[src/sv/dep_pkg.sv]
// Package for the double-ended priority queue.
// Holds the payload widths, the request and status codes, and the per-cell control type.
// No dependencies.
package dep_pkg;

    localparam int DEP_CAPACITY = 16;
    localparam int DEP_VAL_W    = 32;
    localparam int DEP_OCC_W    = 5;

    // Request codes; the fourth code of the field does nothing.
    typedef enum logic [1:0] {
        MODE_ADD     = 2'd0,
        MODE_POP_MAX = 2'd1,
        MODE_POP_MIN = 2'd2
    } t_mode;

    // Result status codes.
    typedef enum logic [1:0] {
        ST_OK    = 2'd0,
        ST_EMPTY = 2'd1,
        ST_FULL  = 2'd2
    } t_status;

    // Control that the top level hands to every cell of the chain.
    typedef struct packed {
        logic do_add;
        logic do_min;
        logic occupied;
    } t_cell_ctl;

endpackage

[src/sv/dep_in_if.sv]
// Request channel of the double-ended priority queue.
// Depends on dep_pkg for the payload widths.
interface dep_in_if
    import dep_pkg::*;
();
    logic                        valid;
    logic                        ready;
    logic [1:0]                  mode;
    logic signed [DEP_VAL_W-1:0] value;

    modport source (output valid, output mode, output value, input ready);
    modport sink   (input valid, input mode, input value, output ready);
endinterface

[src/sv/dep_out_if.sv]
// Result channel of the double-ended priority queue.
// Depends on dep_pkg for the payload widths.
interface dep_out_if
    import dep_pkg::*;
();
    logic                        valid;
    logic                        ready;
    logic signed [DEP_VAL_W-1:0] removed_value;
    logic [1:0]                  status;
    logic [DEP_OCC_W-1:0]        occupancy;

    modport source (output valid, output removed_value, output status, output occupancy,
                    input ready);
    modport sink   (input valid, input removed_value, input status, input occupancy,
                    output ready);
endinterface

[src/sv/dep_cell.sv]
// One cell of the sorted chain: holds one value and trades it with its neighbors.
// Depends on dep_pkg.
module dep_cell
    import dep_pkg::*;
(
    input  logic                        i_clk,
    input  t_cell_ctl                   i_ctl,
    input  logic signed [DEP_VAL_W-1:0] i_val,
    input  logic signed [DEP_VAL_W-1:0] i_left_val,
    input  logic                        i_left_gt,
    input  logic signed [DEP_VAL_W-1:0] i_right_val,
    output logic signed [DEP_VAL_W-1:0] o_val,
    output logic                        o_gt
);

    logic signed [DEP_VAL_W-1:0] r_val;
    logic signed [DEP_VAL_W-1:0] n_val;

    // A free cell, or one holding a value larger than the new one, must move up.
    assign o_gt  = !i_ctl.occupied || (i_val < r_val);
    assign o_val = r_val;

    // On an add the cell takes its left neighbor's value if that one moves too,
    // otherwise the new value lands here; on a minimum removal all shift down.
    always_comb begin
        n_val = r_val;
        if (i_ctl.do_add) begin
            if (o_gt) begin
                n_val = i_left_gt ? i_left_val : i_val;
            end
        end else if (i_ctl.do_min) begin
            n_val = i_right_val;
        end
    end

    always_ff @(posedge i_clk) begin
        r_val <= n_val;
    end

endmodule

[src/sv/double_ended_priority_queue.sv]
// Double-ended priority queue built as a sorted chain of cells, smallest at cell 0.
// Depends on dep_pkg, dep_in_if, dep_out_if and dep_cell.
//
// Usage:
//   i_req carries one request: mode (add, remove maximum, remove minimum) and a value.
//   o_rsp returns exactly one result per request: the removed value (zero unless a
//   removal succeeded), a status (ok, empty on removal, full on add) and the number
//   of values held afterwards, low five bits.
//   Every cell compares the incoming value with its own in parallel and shifts in
//   one step, so a request is done in the cycle it is accepted. The result is loaded
//   into the output register as the request is accepted, and a new request is taken
//   every cycle while the receiver keeps up: throughput is one request per cycle.
//   The maximum is read from the cell just below the count through an OR tree over
//   the cells; that read and the compare across the row set the cycle time.
//   When the receiver stalls, the result holds in the output register and ready
//   drops until it is taken, so no request is lost.
//   Reset empties the queue (count to zero) and clears the output valid; cell
//   contents are left as they are, since only cells below the count are read.
//   An add to a full queue is dropped with the full status; a removal from an
//   empty queue returns the empty status; the unused mode code changes nothing.
module double_ended_priority_queue
    import dep_pkg::*;
#(
    parameter int CAPACITY = DEP_CAPACITY
) (
    input  logic      i_clk,
    input  logic      i_rst_n,
    dep_in_if.sink    i_req,
    dep_out_if.source o_rsp
);

    localparam int CNT_W = $clog2(CAPACITY + 1);

    logic [CNT_W-1:0]            r_count;
    logic [CNT_W-1:0]            n_count;
    logic                        r_out_valid;
    logic signed [DEP_VAL_W-1:0] r_removed;
    logic signed [DEP_VAL_W-1:0] n_removed;
    logic [1:0]                  r_status;
    logic [1:0]                  n_status;
    logic [DEP_OCC_W-1:0]        r_occ;

    logic                        w_accept;
    logic                        w_full;
    logic                        w_empty;
    logic                        w_do_add;
    logic                        w_do_min;
    logic signed [DEP_VAL_W-1:0] w_max;
    logic signed [DEP_VAL_W-1:0] w_cell_val [CAPACITY];
    logic                        w_cell_gt  [CAPACITY];
    logic                        w_last     [CAPACITY];

    // Handshake: take a request whenever the output register is free or being emptied.
    assign i_req.ready = !r_out_valid || o_rsp.ready;
    assign w_accept    = i_req.valid && i_req.ready;
    assign w_full      = (r_count == CNT_W'(CAPACITY));
    assign w_empty     = (r_count == '0);
    assign w_do_add    = w_accept && (i_req.mode == MODE_ADD) && !w_full;
    assign w_do_min    = w_accept && (i_req.mode == MODE_POP_MIN) && !w_empty;

    // The row of cells.
    for (genvar gi = 0; gi < CAPACITY; gi++) begin : g_cell
        t_cell_ctl                   w_ctl;
        logic signed [DEP_VAL_W-1:0] w_left_val;
        logic                        w_left_gt;
        logic signed [DEP_VAL_W-1:0] w_right_val;

        assign w_ctl.do_add   = w_do_add;
        assign w_ctl.do_min   = w_do_min;
        assign w_ctl.occupied = (CNT_W'(gi) < r_count);
        assign w_last[gi]     = (CNT_W'(gi + 1) == r_count);

        if (gi == 0) begin : g_first
            assign w_left_val = i_req.value;
            assign w_left_gt  = 1'b0;
        end else begin : g_mid
            assign w_left_val = w_cell_val[gi-1];
            assign w_left_gt  = w_cell_gt[gi-1];
        end

        if (gi == CAPACITY - 1) begin : g_end
            assign w_right_val = w_cell_val[gi];
        end else begin : g_inner
            assign w_right_val = w_cell_val[gi+1];
        end

        dep_cell u_cell (
            .i_clk       (i_clk),
            .i_ctl       (w_ctl),
            .i_val       (i_req.value),
            .i_left_val  (w_left_val),
            .i_left_gt   (w_left_gt),
            .i_right_val (w_right_val),
            .o_val       (w_cell_val[gi]),
            .o_gt        (w_cell_gt[gi])
        );
    end

    // The largest value sits in the topmost occupied cell.
    always_comb begin
        w_max = '0;
        for (int i = 0; i < CAPACITY; i++) begin
            w_max = w_max | (w_cell_val[i] & {DEP_VAL_W{w_last[i]}});
        end
    end

    // Count update and result for the accepted request.
    always_comb begin
        n_count   = r_count;
        n_removed = '0;
        n_status  = ST_OK;
        case (i_req.mode)
            MODE_ADD: begin
                if (w_full) begin
                    n_status = ST_FULL;
                end else begin
                    n_count = r_count + 1'b1;
                end
            end
            MODE_POP_MAX, MODE_POP_MIN: begin
                if (w_empty) begin
                    n_status = ST_EMPTY;
                end else begin
                    n_count   = r_count - 1'b1;
                    n_removed = (i_req.mode == MODE_POP_MAX) ? w_max : w_cell_val[0];
                end
            end
            default: begin
                n_count = r_count;
            end
        endcase
    end

    // Control registers.
    always_ff @(posedge i_clk) begin
        if (!i_rst_n) begin
            r_count     <= '0;
            r_out_valid <= 1'b0;
        end else begin
            if (w_accept) begin
                r_count     <= n_count;
                r_out_valid <= 1'b1;
            end else if (o_rsp.ready) begin
                r_out_valid <= 1'b0;
            end
        end
    end

    // Result payload register.
    always_ff @(posedge i_clk) begin
        if (w_accept) begin
            r_removed <= n_removed;
            r_status  <= n_status;
            r_occ     <= DEP_OCC_W'(n_count);
        end
    end

    assign o_rsp.valid         = r_out_valid;
    assign o_rsp.removed_value = r_removed;
    assign o_rsp.status        = r_status;
    assign o_rsp.occupancy     = r_occ;

    // The count never exceeds the capacity.
    a_count_bound: assert property (@(posedge i_clk) disable iff (!i_rst_n)
        r_count <= CNT_W'(CAPACITY))
        else $error("entry count above capacity");

    // A removal from an empty queue reports the empty status next cycle.
    a_empty_status: assert property (@(posedge i_clk) disable iff (!i_rst_n)
        (w_accept && w_empty && (i_req.mode == MODE_POP_MAX || i_req.mode == MODE_POP_MIN))
        |=> (r_out_valid && r_status == ST_EMPTY && r_removed == '0))
        else $error("empty removal not reported");

    // An add to a full queue leaves the count alone.
    a_full_drop: assert property (@(posedge i_clk) disable iff (!i_rst_n)
        (w_accept && w_full && i_req.mode == MODE_ADD)
        |=> (r_count == $past(r_count) && r_status == ST_FULL))
        else $error("add to full queue changed the count");

    // A nonzero removed value only comes with an ok status.
    a_removed_ok: assert property (@(posedge i_clk) disable iff (!i_rst_n)
        (r_out_valid && r_removed != '0) |-> (r_status == ST_OK))
        else $error("removed value with failure status");

    // The two lowest occupied cells stay in ascending order.
    a_sorted: assert property (@(posedge i_clk) disable iff (!i_rst_n)
        (r_count >= CNT_W'(2)) |-> (w_cell_val[0] <= w_cell_val[1]))
        else $error("chain out of order");

endmodule

[src/flat_wrapper.sv]
// flat-port wrapper written by rule: the top's interface ports become plain ports
module double_ended_priority_queue_flat import dep_pkg::*;
#(
    parameter int CAPACITY = DEP_CAPACITY
)
  (i_clk, i_rst_n, i_req_valid, i_req_mode, i_req_value, i_req_ready, o_rsp_valid, o_rsp_removed_value, o_rsp_status, o_rsp_occupancy, o_rsp_ready);
  dep_in_if i_req_i ();
  dep_out_if o_rsp_i ();
  input  logic i_clk;
  input  logic i_rst_n;
  input wire logic [$bits(i_req_i.valid)-1:0] i_req_valid;
  input wire logic [$bits(i_req_i.mode)-1:0] i_req_mode;
  input wire logic [$bits(i_req_i.value)-1:0] i_req_value;
  output wire logic [$bits(i_req_i.ready)-1:0] i_req_ready;
  output wire logic [$bits(o_rsp_i.valid)-1:0] o_rsp_valid;
  output wire logic [$bits(o_rsp_i.removed_value)-1:0] o_rsp_removed_value;
  output wire logic [$bits(o_rsp_i.status)-1:0] o_rsp_status;
  output wire logic [$bits(o_rsp_i.occupancy)-1:0] o_rsp_occupancy;
  input wire logic [$bits(o_rsp_i.ready)-1:0] o_rsp_ready;
  assign i_req_i.valid = i_req_valid;
  assign i_req_i.mode = i_req_mode;
  assign i_req_i.value = i_req_value;
  assign i_req_ready = i_req_i.ready;
  assign o_rsp_valid = o_rsp_i.valid;
  assign o_rsp_removed_value = o_rsp_i.removed_value;
  assign o_rsp_status = o_rsp_i.status;
  assign o_rsp_occupancy = o_rsp_i.occupancy;
  assign o_rsp_i.ready = o_rsp_ready;
  double_ended_priority_queue #(.CAPACITY(CAPACITY)) u_core (.i_clk(i_clk), .i_rst_n(i_rst_n), .i_req(i_req_i), .o_rsp(o_rsp_i));
endmodule
[config.mk]
export PLATFORM = sky130hd
export DESIGN_NAME = double_ended_priority_queue_flat
export DESIGN_NICKNAME = d
export VERILOG_FILES = /design/src/sv/dep_pkg.sv /design/src/sv/dep_in_if.sv /design/src/sv/dep_out_if.sv /design/src/sv/dep_cell.sv /design/src/sv/double_ended_priority_queue.sv /design/src/flat_wrapper.sv
export SDC_FILE = /design/constraint.sdc
export NUM_CORES = 2
export LEC_CHECK = 0
export ABC_AREA = 1
export BUFFER_PORTS_ARGS = -buffer_cell sky130_fd_sc_hd__clkbuf_2
export CAP_MARGIN = 20
export CORE_ASPECT_RATIO = 0.9
export CORE_MARGIN = 2
export CORE_UTILIZATION = 53
export CTS_BUF_LIST = sky130_fd_sc_hd__clkbuf_16
export DETAILED_ROUTE_END_ITERATION = 6
export PLACE_DENSITY_LB_ADDON = 0.3
export SYNTH_ARGS = -nofsm -noshare
export SYNTH_HDL_FRONTEND = slang
export SYNTH_HIERARCHICAL = 1
export SYNTH_SLANG_ARGS = --single-unit
[constraint.sdc]
create_clock -name i_clk -period 8.1 [get_ports i_clk]
set_input_delay 1.62 -clock i_clk [delete_from_list [all_inputs] [get_ports i_clk]]
set_output_delay 1.62 -clock i_clk [all_outputs]
set_load 0.03 [all_outputs]
### Yosys cells after proc, flatten, opt, wreduce, memory -nomap -nowiden

Index checks and enable logic that the tools add are counted.

| operators by class | value |
|---|---|
| reductions and logical operators | 63 |
| muxes and demuxes | 69 |
| magnitude comparators | 32 |
| bitwise logic cells | 32 |
| eq/ne operators | 34 |
| add/sub/neg operators | 2 |

Operators with widths:

| cell | count |
|---|---|
| two-way mux 32 bit | 61 |
| AND 32 bit | 16 |
| < comparator 32 bit | 16 |
| bitwise OR 32 bit | 15 |
| == test 4 x 5 -> 1 bit, first input constant | 8 |
| < comparator 4 x 5 -> 1 bit, first input constant | 8 |
| AND reduction 2 bit | 16 |
| inequality test 2 bit, second input constant | 15 |
| == test 3 x 5 -> 1 bit, first input constant | 4 |
| < comparator 3 x 5 -> 1 bit, first input constant | 4 |
| zero test 1 bit | 19 |
| logical OR 1 bit | 17 |
| == test 2 x 5 -> 1 bit, first input constant | 2 |
| < comparator 1 x 5 -> 1 bit, first input constant | 2 |
| < comparator 2 x 5 -> 1 bit, first input constant | 2 |
| two-way mux 5 bit | 2 |
| one-hot mux 5 bit (2 select lines) | 1 |
| adder 5 x 1 -> 5 bit, second input constant | 1 |
| == test 1 x 5 -> 1 bit, first input constant | 1 |
| == test 5 bit, first input constant | 1 |
| == test 5 bit, second input constant | 1 |
| logical AND 1 bit | 5 |
| zero test 5 bit | 1 |
| subtractor 5 x 1 -> 5 bit, second input constant | 1 |
| other kinds (9) | 13 |

| storage, ports and cells | value |
|---|---|
| bits of input ports | 38 |
| flip-flop bits (word level) | 557 |
| word-level logic and storage cells | 253 |
| output and inout bits | 41 |

### Longest topological paths before layout

| depth | value |
|---|---|
| depth after elaboration | 18 |
| mapped depth | 18 |
| gate-level depth less buffers | 17 |

### Cells and area by module

Netlist, hierarchy kept.

By module, submodules not included:

| module | seq. area each (um2) | area an instance (um2) | cells an instance | times used |
|---|---|---|---|---|
| dep_cell | 960.9 | 2447.3 | 314 | 16 |
| double_ended_priority_queue | 1291.2 | 6982.9 | 1336 | 1 |

### Worst setup path before layout

OpenSTA, ideal clock, no wires.

| timing | value |
|---|---|
| kind | input-to-reg |
| from | input o_rsp_ready |
| to | register u_core.g_cell[0].u_cell.r_val[0], enable pin |
| slack | 1.286 ns |
| stages on the path | 8 |
| setup time | 0.478 ns |
| data arrival time | 6.336 ns |
| required time | 7.622 ns |
| buffers on the path | 1 |
| cells stage by stage | inv_1 -> nand2_1 -> nand2_1 -> nor2_1 -> inv_1 -> clkbuf_1 -> nand2_1 -> nand2_1 |

RTL lines:

| item | line | text |
|---|---|---|
| start: declaration | flat_wrapper.sv:19 | `input wire logic [$bits(o_rsp_i.ready)-1:0] o_rsp_ready;` |
| end signal: assignment | dep_cell.sv:37 | `r_val <= n_val;` |
| end: declaration | dep_cell.sv:16 | `logic signed [DEP_VAL_W-1:0] r_val;` |

==> results.sh <==
export IMPL_final_max_slew_viol_count=0
export IMPL_vdd_ir_drop_max_uv=125
export IMPL_detailedRoute_firstIterationViolations=7875
export IMPL_insertion_delay_to_the_later_sink_of_the_worst_skew_pair_ps=630
export IMPL_cts_max_path_buffers=3
export IMPL_timing_slew_headroom_pct=23.1
export IMPL_powerDensity_mw_per_mm2=178
export IMPL_yosysMostFrequentCell="sky130_fd_sc_hd__nand2_1"
export IMPL_grt_overflow_total=0
export IMPL_synth_lib_cells_used_distinct=33
export IMPL_die_area_mm2=0.0894
export IMPL_total_leakage_power_nw=23.5
export IMPL_multi_input_gate_area_in_the_final_layout_mm2=0.0256
export IMPL_clock_tree_root_cell="sky130_fd_sc_hd__clkbuf_16"
export IMPL_finalCriticalPeriod_ps=4950
export IMPL_cts_tree="done"
export IMPL_first_pass_grt_wire_length_um=251000
export IMPL_path_clk_slew_ps=60
export IMPL_total_power_mw=8.85
export IMPL_cts_hold_fix_buffers=0
export IMPL_finalSetupTns_ps=0
export IMPL_finalClockSkew_ps=24.3
export IMPL_maxClockFrequency_mhz=202
export IMPL_fillerInstances=7837
export IMPL_synth_cells=6360
export IMPL_layout_nets=6864
export IMPL_timing_worst_slew_pin_value_ps=1150
export IMPL_post_synth_main_area_contributors="sky130_fd_sc_hd__edfxtp_1 (36%), sky130_fd_sc_hd__ha_1 (14%), sky130_fd_sc_hd__nand2_1 (13%)"
export IMPL_cts_sink_count=557
export IMPL_asyncSetResetFlopFracSynth_pct=0
export IMPL_cts_max_level=3
export IMPL_number_of_vias_per_cell_after_detailed_routing=6.12
export IMPL_layout_cell_share_with_drive_strength_beyond_1_pct=6.87
export IMPL_fin_util_pct=57.6
export IMPL_largest_area_contributor_in_the_netlist="sky130_fd_sc_hd__edfxtp_1"
export IMPL_synth_warning_count=6
export IMPL_critical_path_required_ps=8430
export IMPL_period_share_pct=61.1
export IMPL_crit_type="reg2reg"
export IMPL_final_antenna_net_count=0
export IMPL_number_of_rows_created_at_floorplan=102
export IMPL_synth_top_cell_area_share_pct=35.9
export IMPL_report_final_hold_viol_count=0
export IMPL_cts_setup_buffers=0
export IMPL_dpl_cell_count=7387
export IMPL_number_of_global_route_vias_before_repair=41783
export IMPL_status="finished clean"
export IMPL_synthesis_area_per_instance_um2=7.25
export IMPL_wl_per_cell_um=22.1
export IMPL_dpl_hpwl_um=122000
export IMPL_top_flip_flop_cell_by_instance_count_after_synthesis="sky130_fd_sc_hd__edfxtp_1"
export IMPL_synth_sequential_area_ratio_pct=36.1
export IMPL_ioPinCount=79
export IMPL_synth_ff_latch_count=557
export IMPL_top_fanout_value_on_the_critical_path=86
export IMPL_fin_worst_hold_slack_ps=524
export IMPL_timing_hold_worst_class="reg2reg"
export IMPL_grt_start_max_net_pins=181
export IMPL_postCtsResizedCells=0
export IMPL_die_width_um=315
export IMPL_area_sequential_mm2=0.0167
export IMPL_areaGrowthSynthToFinish_pct=7.63
export IMPL_critical_path_startpoint_type="register"
export IMPL_portBuffers=78
export IMPL_timing_final_setup_violations=0
export IMPL_route_detailed_drc=0
export IMPL_globalplace_congestion=0.984
export IMPL_cap_violations=0
export IMPL_end_kind="register"
export IMPL_vias=46024
export IMPL_number_of_iterations_in_the_first_detailed_routing_pass=7
export IMPL_wp_data_arrival_ps=5280
export IMPL_core_box_area_mm2=0.0861
export IMPL_grtUsageTotal_pct=36.2
export IMPL_chipHeight_um=284
export IMPL_initial_core_util_pct=53.6
export IMPL_cts_made_buffers=69
export IMPL_synthTopCellsByCount="sky130_fd_sc_hd__nand2_1 (1637), sky130_fd_sc_hd__o21ai_0 (1067), sky130_fd_sc_hd__nor2_1 (823), sky130_fd_sc_hd__inv_1 (691), sky130_fd_sc_hd__edfxtp_1 (551)"
export IMPL_antenna_found_initial=1
export IMPL_unrepaired_setup_endpoints_after_global_routing="no"
export IMPL_routed_wl_um=166000
export IMPL_synth_enable_flop_cells=551
export IMPL_finish_cell_count_without_fillers=7518
export IMPL_synth_cell_area_mm2=0.0461
==> layer usage <==
layer,share of wire [%],global-route usage [%]
met1,40,52.6
met2,40,50.4
met3,17,13.1
met4,2.7,9.45
met5,0,0
==> final timing paths <==
path	startpoint	endpoint	slack, ps	depth (start not counted)
worst max-delay path	u_core/r_count[0]	u_core/g_cell[1].u_cell/o_val[1]	3150	12
worst min-delay path	u_core/o_rsp.valid	u_core/o_rsp.valid	520	2
worst max register to register	u_core/r_count[0]	u_core/g_cell[1].u_cell/o_val[1]	3150	12
worst min register to register	u_core/o_rsp.valid	u_core/o_rsp.valid	520	2
==> power breakdown <==
part,switching (mW),internal (mW)
sequential,0.251,3.45
clock,1.32,1.71
combinational,1.51,0.605
total,3.08,5.77
==> through the flow <==
stage                     worst slack (ps)  area, µm²
after CTS                             3190      49500
final                                 3150      49700
after global placement                2610      47400
after detailed placement              2560      47400
after global routing                  2850      49700
after floorplan                       1290      46200
==> final cells by class <==
class                           instances  area share, %
Antenna cell                            1        0.00504
Clock buffer                           71           3.58
Clock inverter                         52          0.693
Inverter                              699           5.29
Multi-Input combinational cell       4823           51.6
Sequential cell                       557           33.6
Tap cell                             1144           2.88
Timing Repair Buffer                  171           2.37
==> logic make-up (layout without fill, tap and decap cells) <==
kind of cell	after synthesis	in the layout	synth area share [%]
buf+inv	985	993	8.40
flops	557	557	36.1
compound gates	1400	1400	15.8
xor+xnor	1	1	0.0190
other cells	1	7	0.00813
simple gates	2911	2911	25.9
fa+ha+maj	505	505	13.7
==> placed cells by master, fill, tap and decap left out, drive strengths merged <==
master	instances
bufinv	4
a21oi	249
o21ai	1134
nand2	1641
nor3	34
nand3	331
diode	1
or2	1
xor2	1
edfxtp	551
clkbuf	149
buf	93
dfxtp	6
a31oi	1
conb	6
nand4	50
clkinv	26
ha	505
clkinvlp	2
nor2	854
o21a	16
inv	719
==> state kept, by name, summed over array words and instances (netlist names) <==
| signal | flops |
|---|---|
| u_core/o_rsp.removed_value | 32 |
| u_core/g_cell.u_cell/o_val | 512 |
| u_core/o_rsp.valid | 1 |
| u_core/o_rsp.occupancy | 5 |
| u_core/r_count | 5 |
| u_core/o_rsp.status | 2 |
==> worst max-delay path: stages, from the launching register on <==
cell,delay (ps)
sky130_fd_sc_hd__dfxtp_1,310
sky130_fd_sc_hd__buf_4,470
sky130_fd_sc_hd__inv_2,310
sky130_fd_sc_hd__ha_1,290
sky130_fd_sc_hd__buf_4,300
sky130_fd_sc_hd__nand3_1,260
sky130_fd_sc_hd__nand2_1,140
sky130_fd_sc_hd__nor2_4,460
sky130_fd_sc_hd__buf_4,720
sky130_fd_sc_hd__inv_1,750
sky130_fd_sc_hd__nand2_1,200
sky130_fd_sc_hd__nand2_1,70
sky130_fd_sc_hd__buf_4,270
Note: power is estimated with default switching activity, not from simulation.
